==> src/rtl/core/wda_pkg.sv <==
`default_nettype none
// ----------------------------------------------------------------------------
// wda_pkg: shared definitions for the windowed defect alarm
// Sizes, operation codes, controller states and the command and status
// words that pass between the controller and the datapath.
// ----------------------------------------------------------------------------
package wda_pkg;

  // Window geometry.
  localparam int WINDOW    = 16;
  localparam int POSITIONS = 16;
  localparam int CAMERAS   = 2;

  // Fixed field widths of the ports.
  localparam int OP_W   = 2;
  localparam int CAM_W  = 1;
  localparam int MASK_W = 16;
  localparam int THR_W  = 5;

  // Derived widths.
  localparam int IDX_W    = (WINDOW > 1) ? $clog2(WINDOW) : 1;
  localparam int CAMIDX_W = (CAMERAS > 1) ? $clog2(CAMERAS) : 1;
  localparam int CNT_W    = $clog2(WINDOW + 1);
  localparam int CMP_W    = (CNT_W > THR_W) ? CNT_W : THR_W;

  localparam logic [THR_W-1:0] THR_RESET = THR_W'(4);

  typedef logic [POSITIONS-1:0] pos_mask_t;
  typedef logic [IDX_W-1:0]     idx_t;
  typedef logic [CAMIDX_W-1:0]  cam_idx_t;
  typedef logic [CNT_W-1:0]     cnt_t;
  typedef logic [CMP_W-1:0]     cmp_t;

  localparam idx_t IDX_LAST = idx_t'(WINDOW - 1);

  // Operation codes of the input word.
  typedef enum logic [OP_W-1:0] {
    OP_PUSH  = 2'd0,
    OP_CHECK = 2'd1,
    OP_CLEAR = 2'd2,
    OP_NONE  = 2'd3
  } op_t;

  // Controller states.
  typedef enum logic [1:0] {
    ST_IDLE,
    ST_SCAN,
    ST_DONE
  } state_t;

  // Commands from the controller to the datapath.
  typedef struct packed {
    logic     push;        // shift the incoming mask into a window
    logic     clear;       // zero every window
    logic     cnt_clear;   // zero the position counters and latch the camera
    logic     scan_en;     // add one window entry to the counters
    idx_t     scan_idx;    // entry being added
    logic     out_load;    // load the result register
    logic     use_check;   // result comes from the counters, else it is 1
  } wda_cmd_t;

  // Status from the datapath to the controller.
  typedef struct packed {
    logic out_free;        // result register can take a word this cycle
  } wda_stat_t;

endpackage

`default_nettype wire

==> src/rtl/core/wda_ctrl.sv <==
`default_nettype none
// ----------------------------------------------------------------------------
// wda_ctrl: controller for the windowed defect alarm
// Decodes each accepted word, walks the window during a check and hands the
// finished result to the output register.
// ----------------------------------------------------------------------------
module wda_ctrl (
  input  wire logic                       clk,
  input  wire logic                       rst_n,
  input  wire logic                       in_valid,
  output logic                            in_ready,
  input  wire logic [wda_pkg::OP_W-1:0]   in_operation,
  input  wire logic [wda_pkg::CAM_W-1:0]  in_camera,
  input  wire wda_pkg::wda_stat_t         stat,
  output wda_pkg::wda_cmd_t               cmd
);

  wda_pkg::state_t state_r, state_nxt;
  wda_pkg::idx_t   idx_r, idx_nxt;
  logic            chk_r, chk_nxt;
  logic            cam_ok;
  wda_pkg::op_t    op;

  assign op     = wda_pkg::op_t'(in_operation);
  assign cam_ok = (32'(in_camera) < 32'(wda_pkg::CAMERAS));

  // State, scan index and result source registers.
  always_ff @(posedge clk) begin
    if (!rst_n) begin
      state_r <= wda_pkg::ST_IDLE;
      idx_r   <= '0;
      chk_r   <= 1'b0;
    end else begin
      state_r <= state_nxt;
      idx_r   <= idx_nxt;
      chk_r   <= chk_nxt;
    end
  end

  // Next state and commands.
  always_comb begin
    state_nxt     = state_r;
    idx_nxt       = idx_r;
    chk_nxt       = chk_r;
    in_ready      = 1'b0;
    cmd           = '0;
    cmd.scan_idx  = idx_r;
    cmd.use_check = chk_r;
    unique case (state_r)
      wda_pkg::ST_IDLE: begin
        in_ready = 1'b1;
        if (in_valid) begin
          chk_nxt   = 1'b0;
          state_nxt = wda_pkg::ST_DONE;
          unique case (op)
            wda_pkg::OP_PUSH: begin
              cmd.push = cam_ok;
            end
            wda_pkg::OP_CHECK: begin
              if (cam_ok) begin
                cmd.cnt_clear = 1'b1;
                chk_nxt       = 1'b1;
                idx_nxt       = '0;
                state_nxt     = wda_pkg::ST_SCAN;
              end
            end
            wda_pkg::OP_CLEAR: begin
              cmd.clear = 1'b1;
            end
            default: begin
            end
          endcase
        end
      end
      wda_pkg::ST_SCAN: begin
        cmd.scan_en = 1'b1;
        idx_nxt     = idx_r + 1'b1;
        if (idx_r == wda_pkg::IDX_LAST) begin
          idx_nxt   = '0;
          state_nxt = wda_pkg::ST_DONE;
        end
      end
      wda_pkg::ST_DONE: begin
        if (stat.out_free) begin
          cmd.out_load = 1'b1;
          state_nxt    = wda_pkg::ST_IDLE;
        end
      end
      default: begin
        state_nxt = wda_pkg::ST_IDLE;
      end
    endcase
  end

endmodule

`default_nettype wire

==> src/rtl/core/wda_datapath.sv <==
`default_nettype none
// ----------------------------------------------------------------------------
// wda_datapath: windows, position counters and result register
// Holds each camera's window as a shift line, counts bad marks per position
// one entry a cycle, and compares the counts with the alarm threshold.
// ----------------------------------------------------------------------------
module wda_datapath (
  input  wire logic                        clk,
  input  wire logic                        rst_n,
  input  wire logic [wda_pkg::CAM_W-1:0]   in_camera,
  input  wire logic [wda_pkg::MASK_W-1:0]  in_result_mask,
  input  wire logic                        cfg_wr_en,
  input  wire logic [wda_pkg::THR_W-1:0]   cfg_wr_data,
  input  wire logic                        out_ready,
  output logic                             out_valid,
  output logic                             out_window_ok,
  input  wire wda_pkg::wda_cmd_t           cmd,
  output wda_pkg::wda_stat_t               stat
);

  wda_pkg::pos_mask_t win_r [wda_pkg::CAMERAS][wda_pkg::WINDOW];
  wda_pkg::cnt_t      cnt_r [wda_pkg::POSITIONS];
  wda_pkg::cam_idx_t  cam_r;
  wda_pkg::cam_idx_t  in_cam_idx;
  logic [wda_pkg::THR_W-1:0] thr_r;
  logic               out_valid_r, out_valid_nxt;
  logic               ok_r, ok_nxt;
  logic               hit;
  wda_pkg::pos_mask_t scan_word;

  assign in_cam_idx = wda_pkg::cam_idx_t'(in_camera);

  // Threshold register.
  always_ff @(posedge clk) begin
    if (!rst_n) begin
      thr_r <= wda_pkg::THR_RESET;
    end else if (cfg_wr_en) begin
      thr_r <= cfg_wr_data;
    end
  end

  // Windows: a push shifts the oldest entry out, a clear zeroes all of them.
  always_ff @(posedge clk) begin
    if (!rst_n || cmd.clear) begin
      for (int c = 0; c < wda_pkg::CAMERAS; c++) begin
        for (int k = 0; k < wda_pkg::WINDOW; k++) begin
          win_r[c][k] <= '0;
        end
      end
    end else if (cmd.push) begin
      for (int k = 0; k < wda_pkg::WINDOW - 1; k++) begin
        win_r[in_cam_idx][k] <= win_r[in_cam_idx][k+1];
      end
      win_r[in_cam_idx][wda_pkg::WINDOW-1] <= wda_pkg::pos_mask_t'(in_result_mask);
    end
  end

  // Entry under scan for the latched camera.
  assign scan_word = win_r[cam_r][cmd.scan_idx];

  // Camera latch and per-position counters.
  always_ff @(posedge clk) begin
    if (cmd.cnt_clear) begin
      cam_r <= in_cam_idx;
      for (int p = 0; p < wda_pkg::POSITIONS; p++) begin
        cnt_r[p] <= '0;
      end
    end else if (cmd.scan_en) begin
      for (int p = 0; p < wda_pkg::POSITIONS; p++) begin
        cnt_r[p] <= cnt_r[p] + wda_pkg::cnt_t'(scan_word[p]);
      end
    end
  end

  // Any position whose count reached the threshold raises the alarm.
  always_comb begin
    hit = 1'b0;
    for (int p = 0; p < wda_pkg::POSITIONS; p++) begin
      if (wda_pkg::cmp_t'(cnt_r[p]) >= wda_pkg::cmp_t'(thr_r)) begin
        hit = 1'b1;
      end
    end
  end

  // Result register.
  always_comb begin
    out_valid_nxt = out_valid_r;
    ok_nxt        = ok_r;
    if (cmd.out_load) begin
      out_valid_nxt = 1'b1;
      ok_nxt        = cmd.use_check ? !hit : 1'b1;
    end else if (out_ready) begin
      out_valid_nxt = 1'b0;
    end
  end

  always_ff @(posedge clk) begin
    if (!rst_n) begin
      out_valid_r <= 1'b0;
    end else begin
      out_valid_r <= out_valid_nxt;
    end
  end

  always_ff @(posedge clk) begin
    ok_r <= ok_nxt;
  end

  assign stat.out_free = !out_valid_r || out_ready;
  assign out_valid     = out_valid_r;
  assign out_window_ok = ok_r;

endmodule

`default_nettype wire

==> src/rtl/core/windowed_defect_alarm.sv <==
`default_nettype none
// ----------------------------------------------------------------------------
// windowed_defect_alarm: sliding-window defect alarm for two cameras
// Keeps the last inspection masks of each camera and raises an alarm when
// any position collects too many bad marks within the window.
// ----------------------------------------------------------------------------
//  Channel   Ports                                         Handshake
//  input     in_operation, in_camera, in_result_mask       in_valid / in_ready
//  result    out_window_ok                                 out_valid / out_ready
//  config    cfg_wr_data (alarm threshold)                 cfg_wr_en
//
//  A check scans the window, reading one window entry per cycle; a push, clear
//  or unused operation does no scan. Reset clears both windows and sets the
//  threshold to 4. A new word is taken while the previous result waits in the
//  output register; the next result waits in the controller until that
//  register is free.
// ----------------------------------------------------------------------------
module windowed_defect_alarm (
  input  wire logic                        clk,
  input  wire logic                        rst_n,
  input  wire logic                        in_valid,
  output logic                             in_ready,
  input  wire logic [wda_pkg::OP_W-1:0]    in_operation,
  input  wire logic [wda_pkg::CAM_W-1:0]   in_camera,
  input  wire logic [wda_pkg::MASK_W-1:0]  in_result_mask,
  output logic                             out_valid,
  input  wire logic                        out_ready,
  output logic                             out_window_ok,
  input  wire logic                        cfg_wr_en,
  input  wire logic [wda_pkg::THR_W-1:0]   cfg_wr_data
);

  wda_pkg::wda_cmd_t  cmd;
  wda_pkg::wda_stat_t stat;

  // Controller.
  wda_ctrl u_ctrl (
    .clk          (clk),
    .rst_n        (rst_n),
    .in_valid     (in_valid),
    .in_ready     (in_ready),
    .in_operation (in_operation),
    .in_camera    (in_camera),
    .stat         (stat),
    .cmd          (cmd)
  );

  // Datapath.
  wda_datapath u_datapath (
    .clk            (clk),
    .rst_n          (rst_n),
    .in_camera      (in_camera),
    .in_result_mask (in_result_mask),
    .cfg_wr_en      (cfg_wr_en),
    .cfg_wr_data    (cfg_wr_data),
    .out_ready      (out_ready),
    .out_valid      (out_valid),
    .out_window_ok  (out_window_ok),
    .cmd            (cmd),
    .stat           (stat)
  );

endmodule

`default_nettype wire

==> config.mk <==
export PLATFORM = sky130hd
export DESIGN_NAME = windowed_defect_alarm
export DESIGN_NICKNAME = d
export VERILOG_FILES = /design/src/rtl/core/wda_pkg.sv /design/src/rtl/core/wda_ctrl.sv /design/src/rtl/core/wda_datapath.sv /design/src/rtl/core/windowed_defect_alarm.sv
export SDC_FILE = /design/constraint.sdc
export NUM_CORES = 1
export LEC_CHECK = 0
export BUFFER_PORTS_ARGS = -buffer_cell sky130_fd_sc_hd__buf_4
export CAP_MARGIN = 15
export CORE_MARGIN = 5
export CORE_UTILIZATION = 55
export DETAILED_ROUTE_END_ITERATION = 12
export PLACE_DENSITY = 0.82
export SLEW_MARGIN = 20
export SYNTH_ARGS = -nofsm -noshare
export SYNTH_HDL_FRONTEND = slang
export SYNTH_HIERARCHICAL = 1
export SYNTH_SLANG_ARGS = --single-unit
==> constraint.sdc <==
create_clock -name clk -period 8.1 [get_ports clk]
set_clock_uncertainty 0.1 [all_clocks]
set_input_delay 0.405 -clock clk [delete_from_list [all_inputs] [get_ports clk]]
set_output_delay 0.405 -clock clk [all_outputs]
set_load 0.01 [all_outputs]
==> impl_metrics.tcl <==
set metrics [dict create \
    min_period_over_period 0.5285 \
    hold_end "u_datapath/win_r[1][8]$_DFFE_PP_" \
    diodes 0 \
    yosysMostFrequentCell "edfxtp_1" \
    worst_hold_path.num_cells 2 \
    yosys-top-cells-area "edfxtp_1 61%, mux4_2 12%, and2_1 5.9%" \
    fmax_mhz 233.6 \
    grt_pass1_vias 16600 \
    rr_startpoint "u_ctrl/state_r[0]$_SDFFE_PN0P_" \
    ys_ff_latch 608 \
    netlist_top_cells_count "594 x edfxtp_1, 276 x and2_1, 228 x a21o_1" \
    pwr-share-clk 0.381 \
    syn_nets 1985 \
    yosys.area.top_type "edfxtp_1" \
    power.leakage_nw 13.41 \
    fin_crit_ns 4.281 \
    net-switching-power_mw 1.511 \
    cts_made_buffers 59 \
    post-dp-hpwl_microns 32160 \
    die_area_sq_mm 0.05780 \
    cts.sinks 608 \
    wl_per_cell_microns 21.64 \
    synthArstFlopShare 0 \
    nets 2006 \
    antenna_found_initial 0 \
    worst_skew_pair.late_latency_ns 0.62 \
    worstPathRequired_ns 8.23 \
    clkTransAtPathRegs_ns 0.06 \
    gr-total-overflow 0 \
    internal-power_mw 5.357 \
    drt_pre_antenna_iters 7 \
    slew_viol_final 0 \
    remaining_drc_errors 0 \
    worst_setup_path_start_kind "flip-flop" \
    seq_power_share 0.547 \
    relSlewSlack 0.2785 \
    syn_area_sq_mm 0.02920 \
    grt_pass1_wl_microns 89960 \
    fp.coreArea_sq_mm 0.05255 \
    num_vias 15760 \
    netlist_instances 1843 \
    clockRootBuffer "clkbuf_16" \
    drtIter0Drc 1701 \
    grt_max_degree 183 \
    postRouteWirelength_microns 56160 \
    ir_drop_v 0.0001758 \
    hold_slack_ns 0.04025 \
    worstHoldStart "in_result_mask[8]" \
    track_usage 0.1956 \
    worstHoldPathType "input pin to flip-flop" \
    swShare 0.2200 \
    area_growth_pct 9.774 \
    synth.top_cell.area_share 0.6109 \
    cp_max_fo 73 \
    ff2ff_path_depth 6 \
    p_per_area_mw_per_mm2 214.3 \
    cts_tree "yes" \
    worstSetupPathType "flip-flop to flip-flop" \
    cts.path.max_buffers 3 \
    setup_viol 0 \
    ant_nets 0 \
    hold_viol 0 \
    postCtsSetupRepairBufs 0 \
    status "complete, no violations" \
    ys_warn_count 6 \
    rsz0062_at_grt "no" \
    layout-drive-gt1-share 0.1673 \
    cp-end-kind "flip-flop" \
    worstReg2RegEnd "u_datapath/win_r[1][167]$_DFFE_PP_" \
    tightest_slew_ns 1.082 \
    cts_max_level 2 \
    io_buffers 31 \
    synth_flop_cell "edfxtp_1" \
    die_x_microns 240.4 \
    seq_area_frac_synth 0.6205 \
    arrival_ns 4.42 \
    synth_cell_types 54 \
    num_io_pins 32 \
    synth-edff-count 594 \
    start_util 0.5556 \
    avgSynthCellArea_sq_um 15.84 \
    maxCapViolCount 0 \
    combPwrFrac 0.072 \
    fin_tns_setup_ns 0 \
    fp-row-count 84 \
    die_h_microns 240.4 \
    place_congestion 0.7807 \
    finalPower_mw 6.868 \
    r2r_slack_ns 3.82 \
    vias_per_cell 6.074 \
]
## how the worst max path moves through the flow
stage                                              start                               endpoint  slack (ns)  depth (start not counted)
final                     u_ctrl/state_r[0]$_SDFFE_PN0P_     u_datapath/win_r[1][167]$_DFFE_PP_        3.82                          6
after global routing                           flip-flop  u_datapath/cnt_r[1][39]$_SDFFCE_PP0P_        3.52                          9
after CTS                 u_ctrl/state_r[0]$_SDFFE_PN0P_     u_datapath/win_r[1][167]$_DFFE_PP_        3.47                          6
after detailed placement                        in_valid     u_datapath/win_r[1][236]$_DFFE_PP_        3.33                          7
after global placement                          in_valid     u_datapath/win_r[1][236]$_DFFE_PP_        3.38                          7
after floorplan                                 in_valid   u_datapath/win_r[0][0]$_SDFFCE_PN0P_        2.42                          6
## worst max-delay path, stage by stage, from the launching register on
cell	delay (ns)
dfxtp_1	0.44
or3b_4	0.21
nor3b_1	0.08
nor2b_4	0.57
and3_4	0.61
nand2b_4	0.93
buf_4	0.85
## timing repair
item	in CTS	in global routing
hold buffers	14	0
hold endpoints to repair	8	0
gates resized for setup	0	0
setup endpoints to repair	0	0
## sequential cells by signal, summed over array words and instances (netlist names), named ones only
register and flops:
u_datapath/win_r 512, u_datapath/cnt_r 80, u_datapath/thr_r 5, u_ctrl/idx_r 4, u_ctrl/state_r 2, u_ctrl/chk_r 1, u_datapath/cam_r 1, u_datapath/out_valid 1
u_datapath/out_window_ok 1
## placed cells by master (no fill, tap or decap), drive strengths merged, types with 17 or more instances in the layout
| cell type | Yosys | layout |
|---|---|---|
| and3 | 18 | 18 |
| edfxtp | 594 | 594 |
| mux4 | 160 | 160 |
| ha | 113 | 113 |
| mux2 | 17 | 17 |
| nor2b | 34 | 34 |
| clkinv | 0 | 23 |
| nor2 | 62 | 62 |
| clkbuf | 87 | 75 |
| and2 | 278 | 278 |
| inv | 24 | 24 |
| xor2 | 32 | 32 |
| o21ai | 21 | 21 |
| a21o | 228 | 228 |
| buf | 19 | 52 |
| nand3 | 38 | 38 |
## cells by family after synthesis
kind of cell,count (synthesis),share of synthesized area
fa+ha+maj,113,0.04842
mux,181,0.1313
simple gates,479,0.09641
compound gates,284,0.07126
buf+inv,130,0.01770
flops,608,0.6205
xor+xnor,48,0.01440
## metal layers
| metal | wire, microns | track usage | up-vias |
|---|---|---|---|
| met2 | 28840 | 0.3358 | 409 |
| met4 | 1415 | 0.06018 | 0 |
| met5 | 0 | 0 | - |
| met3 | 2852 | 0.02753 | 87 |
| met1 | 23050 | 0.2630 | 8088 |
| li1 | - | - | 7178 |
## metrics by stage
step           area [sq um]  cells  setup slack (ns)  utilization
6_report              32050   2595             3.819       0.6100
5_1_grt               32050   2595             3.518       0.6100
4_1_cts               32040   2595             3.465       0.6096
3_5_place_dp          30080   2477             3.334       0.5724
3_3_place_gp          30080   2477             3.382       0.5724
2_1_floorplan         29200   1843             2.417            -
## layout make-up
class	count	area, sq um
Tap cell	688	860.8
Fill cell	3675	20500
Inverter	24	90.09
Clock buffer	75	1558
Clock inverter	29	259.0
Timing Repair Buffer	66	554.3
Sequential cell	608	18130
Multi-Input combinational cell	1105	10600
## power by group through the flow
stage | clock network, mW | registers [mW] | logic (mW)
2_1_floorplan | 0 | 3.79 | 0.366
3_3_place_gp | 0 | 3.80 | 0.480
3_5_place_dp | 0 | 3.82 | 0.493
4_1_cts | 2.67 | 3.76 | 0.504
5_1_grt | 2.79 | 3.78 | 0.549
6_report | 2.61 | 3.76 | 0.498
Note: power is estimated with default switching activity, not from simulation.
